===== src/rtl/sqlx_pkg.sv =====
// ----------------------------------------------------------------------------
// sqlx_pkg
// Shared types, token kinds, character codes and the keyword table of the
// SQL query lexer.
// ----------------------------------------------------------------------------
package sqlx_pkg;

    localparam int POSITION_BITS_DEF = 16;
    localparam int KEYWORD_CHARS_DEF = 6;
    localparam int RES_DEPTH         = 4;
    localparam int KW_COUNT          = 18;
    localparam int KW_MAX_LEN        = 6;

    typedef enum logic [2:0] {
        MODE_IDLE,
        MODE_NUM,
        MODE_WORD,
        MODE_QUOTE,
        MODE_DONE
    } t_mode;

    typedef enum logic [1:0] {
        Q_NONE,
        Q_DOUBLE,
        Q_SINGLE,
        Q_BTICK
    } t_quote;

    typedef struct packed {
        logic [5:0]  kind;
        logic [15:0] start_res;
        logic [15:0] length;
        logic        last;
    } t_result;

    typedef struct packed {
        logic       hit;
        logic [3:0] idx;
    } t_op;

    localparam logic [5:0] KIND_SEMI    = 6'd0;
    localparam logic [5:0] KIND_NUMERIC = 6'd16;
    localparam logic [5:0] KIND_STRING  = 6'd17;
    localparam logic [5:0] KIND_IDENT   = 6'd18;
    localparam logic [5:0] KIND_KW0     = 6'd19;

    localparam logic [7:0] CH_SPACE    = 8'h20;
    localparam logic [7:0] CH_DQUOTE   = 8'h22;
    localparam logic [7:0] CH_SQUOTE   = 8'h27;
    localparam logic [7:0] CH_BTICK    = 8'h60;
    localparam logic [7:0] CH_BSLASH   = 8'h5C;
    localparam logic [7:0] CH_DOT      = 8'h2E;
    localparam logic [7:0] CH_ZERO     = 8'h30;
    localparam logic [7:0] CH_NINE     = 8'h39;
    localparam logic [7:0] CH_LOW_A    = 8'h61;
    localparam logic [7:0] CH_LOW_Z    = 8'h7A;
    localparam logic [7:0] CASE_OFFSET = 8'h20;

    // Keyword text, first character in the low byte.
    localparam logic [KW_COUNT-1:0][47:0] KW_TEXT = '{
        48'h0000_0000_3E3E,   // >>
        48'h0000_0000_3C3C,   // <<
        48'h0000_0044_4F4D,   // MOD
        48'h0000_0056_4944,   // DIV
        48'h0000_0000_524F,   // OR
        48'h0000_0044_4E41,   // AND
        48'h0000_0000_5942,   // BY
        48'h0052_4544_524F,   // ORDER
        48'h0050_554F_5247,   // GROUP
        48'h0045_5245_4857,   // WHERE
        48'h0000_4D4F_5246,   // FROM
        48'h5443_454C_4553,   // SELECT
        48'h0045_534C_4146,   // FALSE
        48'h0000_4555_5254,   // TRUE
        48'h0000_0054_4F4E,   // NOT
        48'h0000_4353_4544,   // DESC
        48'h0000_0043_5341,   // ASC
        48'h0000_0000_5341    // AS
    };

    localparam logic [KW_COUNT-1:0][2:0] KW_LEN = '{
        3'd2, 3'd2, 3'd3, 3'd3, 3'd2, 3'd3, 3'd2, 3'd5, 3'd5,
        3'd5, 3'd4, 3'd6, 3'd5, 3'd4, 3'd3, 3'd4, 3'd3, 3'd2
    };

    function automatic t_op op_lookup(input logic [7:0] c);
        t_op r;
        r.hit = 1'b1;
        case (c)
            8'h3B: r.idx = 4'd0;
            8'h2C: r.idx = 4'd1;
            8'h2E: r.idx = 4'd2;
            8'h28: r.idx = 4'd3;
            8'h29: r.idx = 4'd4;
            8'h3D: r.idx = 4'd5;
            8'h2B: r.idx = 4'd6;
            8'h2D: r.idx = 4'd7;
            8'h2A: r.idx = 4'd8;
            8'h21: r.idx = 4'd9;
            8'h2F: r.idx = 4'd10;
            8'h5E: r.idx = 4'd11;
            8'h7E: r.idx = 4'd12;
            8'h25: r.idx = 4'd13;
            8'h26: r.idx = 4'd14;
            8'h7C: r.idx = 4'd15;
            default: begin
                r.hit = 1'b0;
                r.idx = 4'd0;
            end
        endcase
        return r;
    endfunction

endpackage


===== src/rtl/sqlx_scan.sv =====
// ----------------------------------------------------------------------------
// sqlx_scan
// Scanner state and per-byte token logic: one byte per cycle while i_take is
// high, up to two results per byte.
// ----------------------------------------------------------------------------
module sqlx_scan #(
    parameter int POSITION_BITS = sqlx_pkg::POSITION_BITS_DEF,
    parameter int KEYWORD_CHARS = sqlx_pkg::KEYWORD_CHARS_DEF
) (
    input  logic                     i_clk,
    input  logic                     i_rst_n,
    input  logic                     i_take,
    input  logic [7:0]               i_byte_req,
    input  logic                     i_last_byte,
    input  logic                     i_case_fold,
    output sqlx_pkg::t_result [1:0]  o_res,
    output logic [1:0]               o_res_cnt
);
    import sqlx_pkg::*;

    localparam int IW = $clog2(KEYWORD_CHARS);

    typedef logic [POSITION_BITS-1:0] t_pos;
    typedef logic [KEYWORD_CHARS-1:0][7:0] t_pfx;

    localparam t_pos POS_MAX = '1;

    t_mode   r_mode, n_mode, m_mode;
    t_quote  r_quote, n_quote, m_quote;
    logic    r_esc, n_esc, m_esc;
    t_pos    r_pos, n_pos, m_pos;
    t_pos    r_start, n_start, m_start;
    t_pos    r_len, n_len, m_len;
    t_pfx    r_pfx, n_pfx, m_pfx;

    t_op        op;
    logic [7:0] c;
    logic [7:0] qc;
    logic       is_digit;
    logic       idle_pass;
    logic       a_vld;
    logic       s_vld;
    t_result    a_res;
    t_result    s_res;

    function automatic t_pos sat_inc(input t_pos v);
        return (v == POS_MAX) ? v : v + t_pos'(1);
    endfunction

    function automatic logic [5:0] word_kind(input t_pfx pfx, input t_pos len,
                                             input logic fold);
        logic [5:0] kind;
        logic       same;
        logic [7:0] ch;
        kind = KIND_IDENT;
        if (len <= t_pos'(KEYWORD_CHARS)) begin
            for (int k = KW_COUNT - 1; k >= 0; k--) begin
                same = (len == t_pos'(KW_LEN[k]));
                for (int i = 0; i < KW_MAX_LEN; i++) begin
                    ch = pfx[i];
                    if (fold && ch >= CH_LOW_A && ch <= CH_LOW_Z) begin
                        ch = ch - CASE_OFFSET;
                    end
                    if (i < int'(KW_LEN[k]) && ch != KW_TEXT[k][8*i +: 8]) begin
                        same = 1'b0;
                    end
                end
                if (same) begin
                    kind = KIND_KW0 + 6'(k);
                end
            end
        end
        return kind;
    endfunction

    function automatic t_result make_res(input logic [5:0] kind, input t_pos start,
                                         input t_pos len);
        t_result r;
        r.kind      = kind;
        r.start_res = 16'(start);
        r.length    = 16'(len);
        r.last      = 1'b0;
        return r;
    endfunction

    always_comb begin
        c        = i_byte_req;
        op       = op_lookup(c);
        is_digit = (c >= CH_ZERO) && (c <= CH_NINE);

        case (r_quote)
            Q_DOUBLE: qc = CH_DQUOTE;
            Q_SINGLE: qc = CH_SQUOTE;
            default:  qc = CH_BTICK;
        endcase

        m_mode    = r_mode;
        m_quote   = r_quote;
        m_esc     = r_esc;
        m_start   = r_start;
        m_len     = r_len;
        m_pfx     = r_pfx;
        idle_pass = 1'b0;
        a_vld     = 1'b0;
        a_res     = make_res(KIND_IDENT, r_start, r_len);

        case (r_mode)
            MODE_QUOTE: begin
                if (c == qc && !r_esc) begin
                    a_vld   = 1'b1;
                    a_res   = make_res((r_quote == Q_BTICK) ? KIND_IDENT : KIND_STRING,
                                       r_start, r_len);
                    m_mode  = MODE_IDLE;
                    m_quote = Q_NONE;
                end else begin
                    m_esc = (c == CH_BSLASH) ? ~r_esc : 1'b0;
                    m_len = sat_inc(r_len);
                end
            end
            MODE_NUM: begin
                if (is_digit || c == CH_DOT) begin
                    m_len = sat_inc(r_len);
                end else begin
                    a_vld     = 1'b1;
                    a_res     = make_res(KIND_NUMERIC, r_start, r_len);
                    m_mode    = MODE_IDLE;
                    m_quote   = Q_NONE;
                    m_esc     = 1'b0;
                    idle_pass = 1'b1;
                end
            end
            MODE_WORD: begin
                if (c == CH_SPACE || op.hit) begin
                    a_vld     = 1'b1;
                    a_res     = make_res(word_kind(r_pfx, r_len, i_case_fold),
                                         r_start, r_len);
                    m_mode    = MODE_IDLE;
                    m_quote   = Q_NONE;
                    m_esc     = 1'b0;
                    idle_pass = 1'b1;
                end else begin
                    if (r_len < t_pos'(KEYWORD_CHARS)) begin
                        m_pfx[r_len[IW-1:0]] = c;
                    end
                    m_len = sat_inc(r_len);
                end
            end
            MODE_IDLE: begin
                idle_pass = 1'b1;
            end
            default: begin
            end
        endcase

        s_vld = 1'b0;
        s_res = make_res(KIND_IDENT, r_pos, r_len);

        if (idle_pass) begin
            if (c == CH_SPACE) begin
                m_mode = MODE_IDLE;
            end else if (op.hit) begin
                s_vld  = 1'b1;
                s_res  = make_res(6'(op.idx), r_pos, t_pos'(1));
                m_mode = (6'(op.idx) == KIND_SEMI) ? MODE_DONE : MODE_IDLE;
            end else if (is_digit) begin
                m_mode  = MODE_NUM;
                m_start = r_pos;
                m_len   = t_pos'(1);
            end else if (c == CH_DQUOTE || c == CH_SQUOTE || c == CH_BTICK) begin
                m_mode  = MODE_QUOTE;
                m_start = sat_inc(r_pos);
                m_len   = '0;
                m_esc   = 1'b0;
                m_quote = (c == CH_DQUOTE) ? Q_DOUBLE :
                          (c == CH_SQUOTE) ? Q_SINGLE : Q_BTICK;
            end else begin
                m_mode   = MODE_WORD;
                m_start  = r_pos;
                m_pfx[0] = c;
                m_len    = t_pos'(1);
            end
        end

        m_pos = sat_inc(r_pos);

        n_mode  = m_mode;
        n_quote = m_quote;
        n_esc   = m_esc;
        n_pos   = m_pos;
        n_start = m_start;
        n_len   = m_len;
        n_pfx   = m_pfx;

        if (i_last_byte) begin
            case (m_mode)
                MODE_NUM: begin
                    s_vld = 1'b1;
                    s_res = make_res(KIND_NUMERIC, m_start, m_len);
                end
                MODE_WORD: begin
                    s_vld = 1'b1;
                    s_res = make_res(word_kind(m_pfx, m_len, i_case_fold),
                                     m_start, m_len);
                end
                MODE_QUOTE: begin
                    s_vld = 1'b1;
                    s_res = make_res((m_quote == Q_BTICK) ? KIND_IDENT : KIND_STRING,
                                     m_start, m_len);
                end
                default: begin
                end
            endcase
            n_mode  = MODE_IDLE;
            n_quote = Q_NONE;
            n_esc   = 1'b0;
            n_pos   = '0;
            n_start = '0;
            n_len   = '0;
        end

        o_res = '0;
        if (a_vld) begin
            o_res[0]      = a_res;
            o_res[1]      = s_res;
            o_res[0].last = ~s_vld;
            o_res[1].last = 1'b1;
        end else begin
            o_res[0]      = s_res;
            o_res[0].last = 1'b1;
        end
        o_res_cnt = i_take ? ({1'b0, a_vld} + {1'b0, s_vld}) : 2'd0;
    end

    always_ff @(posedge i_clk) begin
        if (!i_rst_n) begin
            r_mode  <= MODE_IDLE;
            r_quote <= Q_NONE;
            r_esc   <= 1'b0;
            r_pos   <= '0;
            r_start <= '0;
            r_len   <= '0;
        end else if (i_take) begin
            r_mode  <= n_mode;
            r_quote <= n_quote;
            r_esc   <= n_esc;
            r_pos   <= n_pos;
            r_start <= n_start;
            r_len   <= n_len;
        end
    end

    always_ff @(posedge i_clk) begin
        if (i_take) begin
            r_pfx <= n_pfx;
        end
    end

endmodule


===== src/rtl/sqlx_rq.sv =====
// ----------------------------------------------------------------------------
// sqlx_rq
// Result queue: takes up to two results per cycle, hands out one per
// transfer on the valid/stall output channel.
// ----------------------------------------------------------------------------
module sqlx_rq (
    input  logic                     i_clk,
    input  logic                     i_rst_n,
    input  sqlx_pkg::t_result [1:0]  i_push,
    input  logic [1:0]               i_push_cnt,
    input  logic                     i_pop,
    output logic                     o_valid,
    output logic                     o_full,
    output sqlx_pkg::t_result        o_head
);
    import sqlx_pkg::*;

    localparam int AW = $clog2(RES_DEPTH);
    localparam int CW = $clog2(RES_DEPTH + 1);

    t_result         r_mem [RES_DEPTH];
    logic [AW-1:0]   r_wr, n_wr;
    logic [AW-1:0]   r_rd, n_rd;
    logic [CW-1:0]   r_count, n_count;
    logic            pop_ok;

    assign o_valid = (r_count != '0);
    assign o_full  = (r_count > CW'(RES_DEPTH - 2));
    assign o_head  = r_mem[r_rd];
    assign pop_ok  = i_pop && o_valid;

    always_comb begin
        n_wr    = r_wr + AW'(i_push_cnt);
        n_rd    = r_rd + AW'(pop_ok);
        n_count = r_count + CW'(i_push_cnt) - CW'(pop_ok);
    end

    always_ff @(posedge i_clk) begin
        if (!i_rst_n) begin
            r_wr    <= '0;
            r_rd    <= '0;
            r_count <= '0;
        end else begin
            r_wr    <= n_wr;
            r_rd    <= n_rd;
            r_count <= n_count;
        end
    end

    always_ff @(posedge i_clk) begin
        if (i_push_cnt != 2'd0) begin
            r_mem[r_wr] <= i_push[0];
        end
        if (i_push_cnt == 2'd2) begin
            r_mem[r_wr + AW'(1)] <= i_push[1];
        end
    end

endmodule


===== src/rtl/sql_query_lexer_top.sv =====
// ----------------------------------------------------------------------------
// sql_query_lexer_top
// Streaming SQL tokenizer: one query byte in, tokens out as kind, start
// offset and length.
// ----------------------------------------------------------------------------
// Takes one byte per cycle while o_stall is low. Each byte is scanned in the
// cycle it transfers and its zero, one or two tokens go into a four-entry
// result queue, which drains one token per output transfer. Input stall
// rises while fewer than two queue entries are free. With the output never
// stalled the block sustains one byte per cycle; each token is registered in
// the result queue and the tokens of a byte leave its head in order. The
// case-fold register resets to 1 and is written through the cfg channel,
// which is always ready.
module sql_query_lexer_top #(
    parameter int POSITION_BITS = sqlx_pkg::POSITION_BITS_DEF,
    parameter int KEYWORD_CHARS = sqlx_pkg::KEYWORD_CHARS_DEF
) (
    input  logic        i_clk,
    input  logic        i_rst_n,
    input  logic        i_valid,
    output logic        o_stall,
    input  logic [7:0]  i_byte_req,
    input  logic        i_last_byte,
    output logic        o_valid,
    input  logic        i_stall,
    output logic [5:0]  o_kind,
    output logic [15:0] o_start_res,
    output logic [15:0] o_length,
    output logic        o_last,
    input  logic        i_cfg_valid,
    output logic        o_cfg_ready,
    input  logic        i_keyword_case_fold
);
    import sqlx_pkg::*;

    logic             r_case_fold;
    logic             take;
    logic             full;
    t_result [1:0]    res;
    logic [1:0]       res_cnt;
    t_result          head;

    assign o_cfg_ready = 1'b1;
    assign o_stall     = full;
    assign take        = i_valid && !full;

    always_ff @(posedge i_clk) begin
        if (!i_rst_n) begin
            r_case_fold <= 1'b1;
        end else if (i_cfg_valid && o_cfg_ready) begin
            r_case_fold <= i_keyword_case_fold;
        end
    end

    sqlx_scan #(
        .POSITION_BITS (POSITION_BITS),
        .KEYWORD_CHARS (KEYWORD_CHARS)
    ) u_scan (
        .i_clk       (i_clk),
        .i_rst_n     (i_rst_n),
        .i_take      (take),
        .i_byte_req  (i_byte_req),
        .i_last_byte (i_last_byte),
        .i_case_fold (r_case_fold),
        .o_res       (res),
        .o_res_cnt   (res_cnt)
    );

    sqlx_rq u_rq (
        .i_clk      (i_clk),
        .i_rst_n    (i_rst_n),
        .i_push     (res),
        .i_push_cnt (res_cnt),
        .i_pop      (!i_stall),
        .o_valid    (o_valid),
        .o_full     (full),
        .o_head     (head)
    );

    assign o_kind      = head.kind;
    assign o_start_res = head.start_res;
    assign o_length    = head.length;
    assign o_last      = head.last;

endmodule

===== config.mk =====
export PLATFORM = sky130hd
export DESIGN_NAME = sql_query_lexer_top
export DESIGN_NICKNAME = d
export VERILOG_FILES = /design/src/rtl/sqlx_pkg.sv /design/src/rtl/sqlx_scan.sv /design/src/rtl/sqlx_rq.sv /design/src/rtl/sql_query_lexer_top.sv
export SDC_FILE = /design/constraint.sdc
export NUM_CORES = 1
export LEC_CHECK = 0
export ABC_CLOCK_PERIOD_IN_PS = 9330
export BUFFER_PORTS_ARGS = -buffer_cell sky130_fd_sc_hd__buf_2
export CORE_MARGIN = 4
export CORE_UTILIZATION = 45
export DETAILED_ROUTE_END_ITERATION = 7
export RECOVER_POWER = 50
export SLEW_MARGIN = 10
export SYNTH_ARGS = -nofsm -noshare
export SYNTH_HDL_FRONTEND = slang
export SYNTH_SLANG_ARGS = --single-unit

===== constraint.sdc =====
create_clock -name i_clk -period 9.33 [get_ports i_clk]
set_clock_uncertainty 0.05 [all_clocks]
set_input_delay 0 -clock i_clk [delete_from_list [all_inputs] [get_ports i_clk]]
set_output_delay 0 -clock i_clk [all_outputs]
set_load 0.02 [all_outputs]

# == Yosys cells after proc, flatten, opt, wreduce, memory -nomap -nowiden ==
# Memory sizes are Yosys's and may differ from the RTL's. A register that Yosys moved wholly into a read port is not among the register bits.
# Index checks and enable logic that the tools add are counted.
# op_classes
addsub,20
n_bitwise,2
mux,414
n_lt_le_gt_ge,32
n_reduce_logical,42
n_eq_ne,133
# ops
operator,count
$ne 8x7->1 const B,80
$mux 8,54
$mux 39,7
$mux 16,17
$mux 1,258
$pmux 39 s3,2
$mux 6,38
$mux 48,3
$eq 8x6->1 const B,16
$eq 16x3->1 const B,6
$ge 8x7->1 const B,12
$le 8x7->1 const B,12
$sub 8x6->8 const B,12
$eq 16x2->1 const B,4
$ne 8x6->1 const B,8
$pmux 4 s15,1
$bwmux 48,1
$pmux 16 s3,1
$eq 8x7->1 const B,5
$mux 38,1
$mux 35,1
$add 16x1->16 const B,2
$eq 16x16->1 const B,2
$le 16x3->1 const B,2
34 further kinds,98
# word_totals
output_inout_bits,42
ramBits,156
word_cells,660
memories,1
inputBits,15
reg_bits,110
# mem_list
memory,depth,width,rd,rd_ports_with_merged_regs,write_ports,line,text
u_rq.r_mem,4,39,1,1,2,sqlx_rq.sv:21,t_result r_mem [RES_DEPTH];

# == Depth between registers and ports, before layout ==
# Gate-level depths: netlist of the first run.
# logic_depth
ltp_word,48
ltp_mapped,24
mapped_depth_nobuf,21

# == Modules after synthesis ==
# Synthesis of the first run repeated with hierarchy kept, for this count alone.
# unflattened
cells_unflattened,1906
area_unflattened_um2,18728.0
# modules_own_cells
module,instances,area_each_um2,seq_area_each_um2,cells_per_inst
sqlx_scan,1,10677.7,2522.4,1478
sqlx_rq,1,7995.2,4824.6,421
sql_query_lexer_top,1,55.1,20.0,7

# == Worst setup path after synthesis of the first run ==
# OpenSTA, ideal clock, no wires.
# synth_path
path_type,register to register
from,reg u_scan.r_quote[0]
to,"mem u_rq.r_mem[3][0] (netlist bit), enable pin"
path_stages_with_launch,15
setup_ps,492
required_ps,8788
path_slack_ps,2564
t_arrival_ps,6224
period_less_slack_ps,6766
n_path_buf,0
path_cell_list,dfxtp_1 > inv_1 > ha_1 > or3b_2 > a22oi_1 > a21oi_1 > o21ai_0 > o21ai_0 > o211a_2 > nor2_1 > inv_1 > ha_1 > nor2b_1 > a21oi_1 > nor3b_1
# synth_lines
item,line,text
"start, declared",sqlx_scan.sv:29,"t_quote r_quote, n_quote, m_quote;"
"start signal, assigned",sqlx_scan.sv:244,r_quote <= n_quote;
"end, declared",sqlx_rq.sv:21,

==> results of run 1 <==
[worst min-delay path by stage]
| stage | start | end | slack, ns |
|---|---|---|---|
| after CTS | i_last_byte | u_scan.r_pos[14]$_SDFFE_PN0P_ | 0.01 |
| after detailed placement | i_keyword_case_fold | r_case_fold$_SDFFE_PN1P_ | 0.18 |
| after global placement | i_keyword_case_fold | r_case_fold$_SDFFE_PN1P_ | 0.18 |
| after global routing | i_byte_req[6] | u_scan.r_pfx[30]$_DFFE_PP_ | 0.03 |
| final | i_rst_n | r_case_fold$_SDFFE_PN1P_ | 0.04 |
| after floorplan | i_keyword_case_fold | r_case_fold$_SDFFE_PN1P_ | 0.08 |
[layout by cell type, fill, tap and decap left out, types with 9 or more instances in the layout]
master and instances:
nand4b_1 11, a31oi_1 26, and2_1 21, mux4_2 39, o31ai_1 12, nor2b_1 53, mux2_2 23, nand2b_1 31
xnor2_1 9, inv_1 56, nor2_1 229, or2_2 12, nor3_1 56, or4_1 19, and2_0 20, nand3_1 78
nand4_1 45, o22ai_1 90, nand3b_1 9, o211ai_1 11, or3_1 18, nor4_1 31, and3_1 27, clkbuf_16 31
o21ai_0 116, o41ai_1 9, xor2_1 13, buf_4 21, clkbuf_1 64, a22o_1 37, dfxtp_1 60, a22oi_1 32
buf_2 15, ha_1 25, edfxtp_1 204, a211oi_1 22, a21oi_1 153, mux2i_1 34, a21o_1 23, nand2_1 209
[flip-flops by register name, summed over array words and instances, names as in the netlist]
signal	cells
u_rq.r_mem	156
u_scan.r_pfx	48
u_scan.r_len	16
u_scan.r_pos	16
u_scan.r_start	16
u_rq.r_count	3
u_scan.r_mode	3
u_rq.r_rd	2
u_rq.r_wr	2
u_scan.r_quote	2
r_case_fold	1
u_scan.r_esc	1
[kinds of logic (layout without fill, tap and decap cells)]
| logic type | count (synthesis) | after routing | share of synthesized area (%) |
|---|---|---|---|
| DFF | 266 | 266 | 38.87 |
| and+or+nand+nor | 916 | 916 | 24.63 |
| AOI/OAI and AO/OA | 624 | 624 | 21.51 |
| adders and majority gates | 26 | 26 | 1.756 |
| buffers and inverters | 214 | 212 | 4.350 |
| muxes | 97 | 97 | 7.855 |
| other | 1 | 2 | 0.01978 |
| xor gates and xnor gates | 22 | 22 | 1.017 |
[critical path, cell delays in order]
cell           delay (ns)
dlygate4sd3_1        0.53
buf_2                0.32
nand2b_1             0.41
o211a_1              0.30
a2111oi_0            1.82
nor4_2               0.20
clkbuf_1             0.48
nor2_1               0.21
a21o_1               0.13
inv_1                0.05
ha_1                 0.27
nor3b_1              0.46
o21ai_0              0.17
a211oi_1             0.43
nand3_1              0.14
o21ai_0              0.74
nand2_1              0.17
a2111oi_2            0.50
o31ai_1              0.16
a31oi_2              0.34
a21oi_1              0.08
a21o_1               0.18
[layer usage]
| metal | up-vias | GRT usage (%) | wire length, µm |
|---|---|---|---|
| met5 | - | 0 | 0 |
| met4 | 0 | 15.82 | 4476 |
| met3 | 204 | 4.099 | 5731 |
| met2 | 958 | 49.19 | 32860 |
| met1 | 8750 | 42.71 | 30110 |
| li1 | 8207 | - | - |
[per-stage QoR]
step | area [µm²] | power, mW | util [%] | cells | setup slack, ns
after floorplan | 18950 | 2.167 | - | 2166 | 2.564
after global placement | 19620 | 2.535 | 47.61 | 2632 | 2.888
after detailed placement | 19620 | 2.544 | 47.61 | 2632 | 2.785
after CTS | 20640 | 3.696 | 50.09 | 2696 | 2.764
after global routing | 20520 | 3.842 | 49.80 | 2696 | 1.161
final | 20520 | 3.677 | 49.81 | 2697 | 1.500
[report_power, final]
part / switching (mW) / total [mW] / internal [mW]
Clock: 0.501 / 1.16 / 0.655
Sequential: 0.0980 / 1.49 / 1.39
Combinational: 0.696 / 1.03 / 0.335
Total: 1.30 / 3.68 / 2.38
[layout make-up]
type                       count  area, µm²
antenna                        1      2.502
tap                          532      665.6
multi-input combinational   1686      10810
inverter                      57      214.0
timing repair buffer          98      509.2
clock inverter                15      113.9
sequential                   266       7370
fill                        3925      20680
clock buffer                  42      837.1
[cells in the mapped netlist, types with 12 or more instances]
cell type / count / share of area, %
a211oi_1: 22 / 0.87
a21o_1: 23 / 0.91
a21oi_1: 155 / 4.1
a22o_1: 37 / 1.7
a22oi_1: 32 / 1.3
a31oi_1: 26 / 0.86
and2_1: 37 / 1.2
and3_1: 27 / 0.89
buf_1: 16 / 0.32
clkbuf_1: 131 / 2.6
dfxtp_1: 62 / 6.5
edfxtp_1: 204 / 32
ha_1: 25 / 1.7
inv_1: 56 / 1.1
mux2_2: 24 / 1.4
mux2i_1: 34 / 1.8
mux4_2: 39 / 4.6
nand2_1: 209 / 4.1
nand2b_1: 31 / 1.0
nand3_1: 78 / 2.1
nand4_1: 45 / 1.5
nor2_1: 230 / 4.6
nor2b_1: 53 / 1.7
nor3_1: 57 / 1.5
nor4_1: 32 / 1.1
o21ai_0: 114 / 3.0
o22ai_1: 90 / 3.0
o31ai_1: 12 / 0.48
or2_2: 12 / 0.40
or3_1: 18 / 0.59
or4_1: 19 / 0.75
xor2_1: 13 / 0.60
[repair_timing]
| item | in CTS | in global routing |
|---|---|---|
| setup buffers | 0 | 0 |
| hold buffers | 7 | 0 |
| endpoints found under the hold margin | 7 | 0 |
| resized for setup | 0 | 0 |
| endpoints found under the setup margin | 0 | 0 |
==> flow_summary.ini, run 1 <==
[power]
cellPowerDensity_nw_per_um2 = 179.2
ir_worst_vdd_mv = 0.1420
p_leak_nw = 6.561

[routing]
drtPass1Iterations = 8
wl_per_cell_um = 27.13
vias_per_cell = 6.718
ant_nets = 0
wl_um = 73170
dr_total_vias = 18119
drt_iter0_markers = 2112
drc_errors = 0

[floorplanning]
chipHeight_um = 213.2
die_x_um = 213.2
ios = 57
core_um2 = 41200
dieArea_um2 = 45470
initial_core_util_pct = 46.00
rows = 74

[clock_tree]
clkLatencyLatePin_ns = 0.58
cts.sinks = 266
max-clock-path-buffers = 3
path_clk_slew_ns = 0.06
htreeDepth = 1
cts_tree = done
cts_root_buffer = clkbuf_16
cts_buffers = 31

[synth]
syn_area_um2 = 18950
syn_area_per_cell_um2 = 8.751
ys_warn_count = 0
synth-edff-count = 204
async_flop_share_pct = 0
ys_ff_latch = 266
syn_inst = 2166
netlist-cell-type-count = 97
syn-num-nets = 2207
synth_flop_cell = edfxtp_1
seq_area_frac_synth_pct = 38.87

[global_routing]
grt_util_all_layers_pct = 31.31
grt_max_degree = 84
grt_pass1_vias = 16950
antenna_found_initial = 1
grt_pass1_wl_um = 109100
grt_overflow = 0

[sta]
slew_headroom_pct = -162.4
rsz0062_at_grt = no
finalMaxSlewViolations = 255
hold_viol = 0
fin_setup_tns_ns = 0
tightest_slew_ns = 3.936
hold_ws_ns = 0.04109
fin_crit_ns = 7.830
fin_crit_sh_pct = 83.92
setup_viol = 0
fmax_mhz = 127.7

[job]
maxCapViolCount = 7

[critical_path]
crit_type = in2reg
worstSetupEndpoint = u_rq.r_mem[0][34]$_DFFE_PP_
start_kind = primary input
end_kind = register
critical_path_arrival_ns = 8.12
r2r_setup_slack_ns = 2.46
r2r_start = u_scan.r_len[4]$_SDFFE_PN0P_
critPathMaxFanout = 30
startpoint = i_byte_req[3]
reg2reg_depth = 19
r2r-end = u_rq.r_mem[0][34]$_DFFE_PP_
cp.required_ns = 9.62

[finish]
syn_to_final_growth_pct = 8.264
drive_gt1_share_pct = 9.196
num-nets-final = 2181

[worst_hold_path]
hp-class = in2reg
worstHoldPathCells = 2

[outcome]
outcome = complete, but fails checks
violations = max-capacitance violations, max-slew violations

[placed_design]
gp_congestion = 1.048
io_buffers = 55
place_hpwl_um = 53090
No activity file was read; power rests on OpenSTA's default activity.
==> run 2, diff against run 1 <==
--- a/config.mk
+++ b/config.mk
@@ -5,7 +5,7 @@
 export SDC_FILE = /design/constraint.sdc
 export NUM_CORES = 1
 export LEC_CHECK = 0
-export ABC_CLOCK_PERIOD_IN_PS = 9330
+export ABC_CLOCK_PERIOD_IN_PS = 7200
 export BUFFER_PORTS_ARGS = -buffer_cell sky130_fd_sc_hd__buf_2
 export CORE_MARGIN = 4
 export CORE_UTILIZATION = 45
==> constraint.sdc (replaced) <==
create_clock -name i_clk -period 7.2 [get_ports i_clk]
set_clock_uncertainty 0.05 [all_clocks]
set_input_delay 0 -clock i_clk [delete_from_list [all_inputs] [get_ports i_clk]]
set_output_delay 0 -clock i_clk [all_outputs]
set_load 0.02 [all_outputs]
==> flow_summary.ini, run 2 (same netlist as run 1, synthesis figures left out) <==
[finish]
post-route-util_pct = 50.29
drive_gt1_share_pct = 10.26
multiInputGateArea_um2 = 10770
final_cell_mix = nor2_1 (230), nand2_1 (209), edfxtp_1 (204)
n_antenna_cell = 0
largest_reg_flops = 156
syn_to_final_growth_pct = 9.321
largestRegisters = u_rq.r_mem (156), u_scan.r_pfx (48)
layout.cells.non_filler = 2724
mostFrequentLayoutCell = nor2_1
fill_cells = 3935
post-route-cell-area_um2 = 20720
num-nets-final = 2209
regMostFlops = u_rq.r_mem
regArea_um2 = 7370

[clock_tree]
clkLatencyLatePin_ns = 0.58
ctsHoldBuffers = 4
postCtsSetupBuffers = 0
cts_repair_resize_count = 0
htreeDepth = 1
cts_root_buffer = clkbuf_16
cts.sinks = 266
cts_tree = done
max-clock-path-buffers = 3
path_clk_slew_ns = 0.06
cts_buffers = 30

[critical_path]
crit_family = compound AO/OA/AOI/OAI gates
path_buf_inv = 4
critical_path_arrival_ns = 7.06
reg2reg_depth = 19
critPathMaxFanout = 26
end_kind = register
cp.required_ns = 7.41
r2r_setup_slack_ns = 0.54
crit_slowest_cell = a21oi_1
cpMostUsedCell = nor2b_1
path_depth = 15
worstSetupEndpoint = u_rq.r_mem[2][14]$_DFFE_PP_
crit_type = in2reg
r2r-end = u_rq.r_mem[0][34]$_DFFE_PP_
start_kind = primary input
startpoint = i_byte_req[7]
path_cells = dlygate4sd3_1 > clkbuf_1 > nor2b_1 > o211a_1 > a31oi_1 > nand2_1 > o22ai_1 > o211a_2 > nor2_1 > inv_1 > ha_1 > nor2b_1 > nand3b_1 > a21oi_1 > buf_12
r2r_start = u_scan.r_len[4]$_SDFFE_PN0P_
worst_path_largest_cell_delay_ns = 1.44

[floorplanning]
rows = 74
die_x_um = 213.2
chipHeight_um = 213.2
initial_core_util_pct = 46.00
core_um2 = 41200
dieArea_um2 = 45470
ios = 57

[global_routing]
grt_pass1_wl_um = 111100
antenna_found_initial = 0
grt_util_all_layers_pct = 31.93
grt_max_degree = 84
grt_pass1_vias = 17067
grt_overflow = 0

[routing]
vias_per_cell = 6.700
met2_wirelength_um = 33800
dr_wl_met3_um = 5848
ant_nets = 0
drc_errors = 0
drt_iter0_markers = 2271
drtPass1Iterations = 7
dr_total_vias = 18252
wl_met1_um = 31020
routed.top_layer = met4
wl_per_cell_um = 27.28
wl_um = 74320

[sta]
fin_crit_ns = 6.850
slew_headroom_pct = -167.5
tightest_slew_ns = 4.012
setup_viol = 0
hold_viol = 0
hold_ws_ns = 0.01393
fin_setup_tns_ns = 0
setup_ws_ns = 0.3498
finalMaxSlewViolations = 124
fin_crit_sh_pct = 95.14
rsz0062_at_grt = no
fmax_mhz = 146.0

[placed_design]
dp_worst_setup_slack_ns = 0.7746
place_hpwl_um = 53960
dp.cells = 2664
gp_congestion = 1.068
placed_cell_area_um2 = 19870
io_buffers = 55

[job]
maxCapViolCount = 3

[power]
p_leak_nw = 6.721
finalPower_mw = 4.794
cellPowerDensity_nw_per_um2 = 231.4
ir_worst_vdd_mv = 0.1813

[outcome]
violations = max-capacitance violations, max-slew violations
outcome = complete, but fails checks

[worst_hold_path]
hp-class = in2reg
## run 2: how the worst min path moves through the flow
stage	slack (ns)	from	end	depth (start not counted)
floorplan	0.08	i_keyword_case_fold	r_case_fold$_SDFFE_PN1P_	2
global placement	0.17	i_keyword_case_fold	r_case_fold$_SDFFE_PN1P_	3
detailed placement	0.17	i_keyword_case_fold	r_case_fold$_SDFFE_PN1P_	3
CTS	0.02	i_byte_req[3]	u_scan.r_pfx[3]$_DFFE_PP_	3
global route	0.06	i_byte_req[6]	u_scan.r_pfx[22]$_DFFE_PP_	2
finish	0.01	i_valid	u_scan.r_pos[12]$_SDFFE_PN0P_	5
## run 2: area by class of cell
cell class | instances | area share, %
multi-input combinational | 1686 | 52.00
sequential | 266 | 35.57
clock buffer | 43 | 4.251
timing repair buffer | 127 | 3.496
tap | 532 | 3.212
inverter | 57 | 1.033
clock inverter | 13 | 0.4468
## run 2: power by group
part	internal (mW)	switching [mW]
clock network	0.880	0.629
registers	1.80	0.120
logic	0.443	0.920
total	3.13	1.67
## run 2: layer usage
layer / up-vias / track usage, %
met1: 8869 / 43.90
li1: 8274 / -
met5: - / 0
met4: 0 / 12.89
met3: 179 / 4.511
met2: 930 / 51.13
## run 2: worst reg2reg max path, stage by stage (launching register included)
cell	delay (ns)
dfxtp_1	0.47
nor4_1	0.74
and3_1	0.37
and3_1	0.34
a31o_1	0.40
nand2_1	0.31
nor2_1	0.16
a21o_1	0.11
inv_1	0.05
ha_1	0.32
o41ai_1	0.62
and2_1	0.30
nand3_1	0.13
o21a_1	0.24
or4_1	0.60
a2111oi_2	0.51
o31ai_1	0.17
a31oi_2	0.30
a21oi_1	0.08
a21o_1	0.16
==> run 3, diff against run 2 <==
--- a/config.mk
+++ b/config.mk
@@ -5,11 +5,12 @@
 export SDC_FILE = /design/constraint.sdc
 export NUM_CORES = 1
 export LEC_CHECK = 0
-export ABC_CLOCK_PERIOD_IN_PS = 7200
-export BUFFER_PORTS_ARGS = -buffer_cell sky130_fd_sc_hd__buf_2
+export ABC_AREA = 1
+export ABC_CLOCK_PERIOD_IN_PS = 6800
 export CORE_MARGIN = 4
 export CORE_UTILIZATION = 45
 export DETAILED_ROUTE_END_ITERATION = 7
+export DONT_BUFFER_PORTS = 1
 export RECOVER_POWER = 50
 export SLEW_MARGIN = 10
 export SYNTH_ARGS = -nofsm -noshare
==> constraint.sdc (replaced) <==
create_clock -name i_clk -period 6.8 [get_ports i_clk]
set_clock_uncertainty 0.05 [all_clocks]
set_input_delay 0 -clock i_clk [delete_from_list [all_inputs] [get_ports i_clk]]
set_output_delay 0 -clock i_clk [all_outputs]
set_load 0.02 [all_outputs]
==> flow_summary.ini, run 3 <==
[sta]
fin_crit_sh_pct = 90.87
fin_crit_ns = 6.179
tightest_slew_ns = 3.585
fmax_mhz = 161.8
rsz0062_at_grt = no
slew_headroom_pct = -139.0
hold_viol = 0
setup_viol = 0
finalMaxSlewViolations = 262
fin_setup_tns_ns = 0

[global_routing]
antenna_found_initial = 0
grt_overflow = 0
grt_max_degree = 91
grt_util_all_layers_pct = 28.74
grt_pass1_vias = 17270
grt_pass1_wl_um = 102600

[placed_design]
io_buffers = 0
gp_congestion = 0.9780
place_hpwl_um = 47250
placed_cell_area_um2 = 19350
dp.cells = 3148

[floorplanning]
die_x_um = 213.2
initial_core_util_pct = 46.01
rows = 74
core_um2 = 41200
ios = 57
dieArea_um2 = 45470
chipHeight_um = 213.2

[synth]
syn_area_per_cell_um2 = 6.998
synth_flop_cell = edfxtp_1
synth_top_cell_by_area = edfxtp_1
netlist-cell-type-count = 63
ys_ff_latch = 266
syn_inst = 2709
seq_area_frac_synth_pct = 38.86
syn-num-nets = 2750
yosysTopAreaCellShare_pct = 32.31
yosysMostFrequentCell = nand2_1
async_flop_share_pct = 0
synth-edff-count = 204
yosys-top-cells-area = edfxtp_1 (32%), nand2_1 (14%), o21ai_0 (9.0%)
ys_warn_count = 0
syn_area_um2 = 18960
yosys-top-cells-count = nand2_1 (724), o21ai_0 (342), nor2_1 (322), inv_1 (254), edfxtp_1 (204)

[critical_path]
cpMostUsedCell = nand2_1
critical_path_arrival_ns = 6.34
end_kind = register
crit_slowest_cell = dlygate4sd3_1
crit_type = in2reg
critPathMaxFanout = 42
start_kind = primary input
worst_path_largest_cell_delay_ns = 0.89
cp.required_ns = 6.96

[routing]
ant_nets = 0
wl_um = 67140
dr_wl_met3_um = 6020
wl_per_cell_um = 20.83
routed.top_layer = met4
drt_iter0_markers = 2110
drc_errors = 0
dr_total_vias = 18853
wl_met1_um = 29300
vias_per_cell = 5.850
drtPass1Iterations = 7
met2_wirelength_um = 29570

[power]
finalPower_mw = 5.837
cellPowerDensity_nw_per_um2 = 285.9
p_leak_nw = 7.946
ir_worst_vdd_mv = 0.2081

[finish]
final_cell_mix = nand2_1 (728), o21ai_0 (345), nor2_1 (320)
num-nets-final = 2707
syn_to_final_growth_pct = 7.689
layout.cells.non_filler = 3223
n_antenna_cell = 0
fill_cells = 4111
largest_reg_flops = 156
largestRegisters = u_rq.r_mem (156), u_scan.r_pfx (48)
mostFrequentLayoutCell = nand2_1
drive_gt1_share_pct = 6.949
regMostFlops = u_rq.r_mem
post-route-cell-area_um2 = 20410

[clock_tree]
cts_root_buffer = clkbuf_16
postCtsSetupBuffers = 0
htreeDepth = 1
cts.sinks = 266
cts_buffers = 31
clkLatencyLatePin_ns = 0.58
max-clock-path-buffers = 3
cts_tree = done
path_clk_slew_ns = 0.06

[outcome]
violations = max-capacitance violations, max-slew violations
outcome = complete, but fails checks

[job]
maxCapViolCount = 4

[worst_hold_path]
hp-class = in2reg
run 3: changes by cell type in the layout (fill, tap and decap cells not counted), sizes merged, moves of 37 or more:
cell	change
nand2	+553
inv	+218
o21ai	+247
a22o	-37
and2	-41
nor2	+113
buf	-45
nor2b	-53
clkbuf	-59
mux4	-39
nand3	+60
a21oi	-67
run 3: layout make-up:
| class | count | area, µm² | area share, % |
|---|---|---|---|
| multi-input cells | 2039 | 9966 | 48.82 |
| flip-flops and latches | 266 | 7368 | 36.09 |
| clock inverters | 23 | 206.4 | 1.011 |
| clock buffers | 35 | 790.8 | 3.873 |
| repair buffers | 44 | 350.3 | 1.716 |
| inverters | 284 | 1067 | 5.228 |
| well taps | 532 | 665.6 | 3.261 |
run 3: what timing repair did:
item                                   in CTS  in global routing
endpoints found under the hold margin     101                  0
hold buffers                               17                  0
gates resized for setup                     0                  0
run 3: final timing paths:
path / startpoint / end / slack, ns / cells after the start
setup / recovery: i_byte_req[6] / u_rq.r_mem[0][5]$_DFFE_PP_ / 0.62 / 30
hold / removal: i_rst_n / u_scan.r_pos[1]$_SDFFE_PN0P_ / 0.05 / 2
setup reg to reg: u_scan.r_len[13]$_SDFFE_PN0P_ / u_rq.r_mem[2][34]$_DFFE_PP_ / 0.65 / 26
hold reg to reg: u_scan.r_pos[6]$_SDFFE_PN0P_ / u_scan.r_pos[6]$_SDFFE_PN0P_ / 0.43 / 2
run 3: power by group:
group          internal, mW  switching (mW)  leakage (nW)
logic                 0.477            1.58          5.07
registers              2.01           0.108          2.38
clock network         0.950           0.714         0.488
total                  3.43            2.40          7.95
run 3: worst max-delay path, delay by kind of cell:
| kind | cells | cell delay (ns) |
|---|---|---|
| simple gates | 14 | 1.71 |
| compound gates | 3 | 0.41 |
| buf+inv | 12 | 3.79 |
| fa+ha+maj | 1 | 0.35 |
run 3: logic make-up after synthesis:
kind of cell	share of synthesized area (%)
adders and majority gates	1.756
and+or+nand+nor	33.36
xor gates and xnor gates	0.8316
muxes	0.5874
other	0.01978
AOI/OAI and AO/OA	16.08
DFF	38.86
buffers and inverters	8.501
run 3: routing by layer:
| layer | global-route usage (%) | up-vias |
|---|---|---|
| met3 | 4.202 | 118 |
| met4 | 8.872 | 0 |
| met5 | 0 | - |
| met1 | 41.70 | 8779 |
| li1 | - | 9060 |
| met2 | 44.66 | 896 |
run 3: metrics by stage:
step | hold slack (ns) | setup WS, ns | util [%]
3_3_place_gp | 0.04747 | 1.149 | 46.96
5_1_grt | 0.05228 | 0.1643 | 49.55
2_1_floorplan | 0.04345 | 0.5562 | -
6_report | 0.04544 | 0.6207 | 49.55
3_5_place_dp | 0.05014 | 1.039 | 46.96
4_1_cts | 0.0004281 | 0.7729 | 49.79
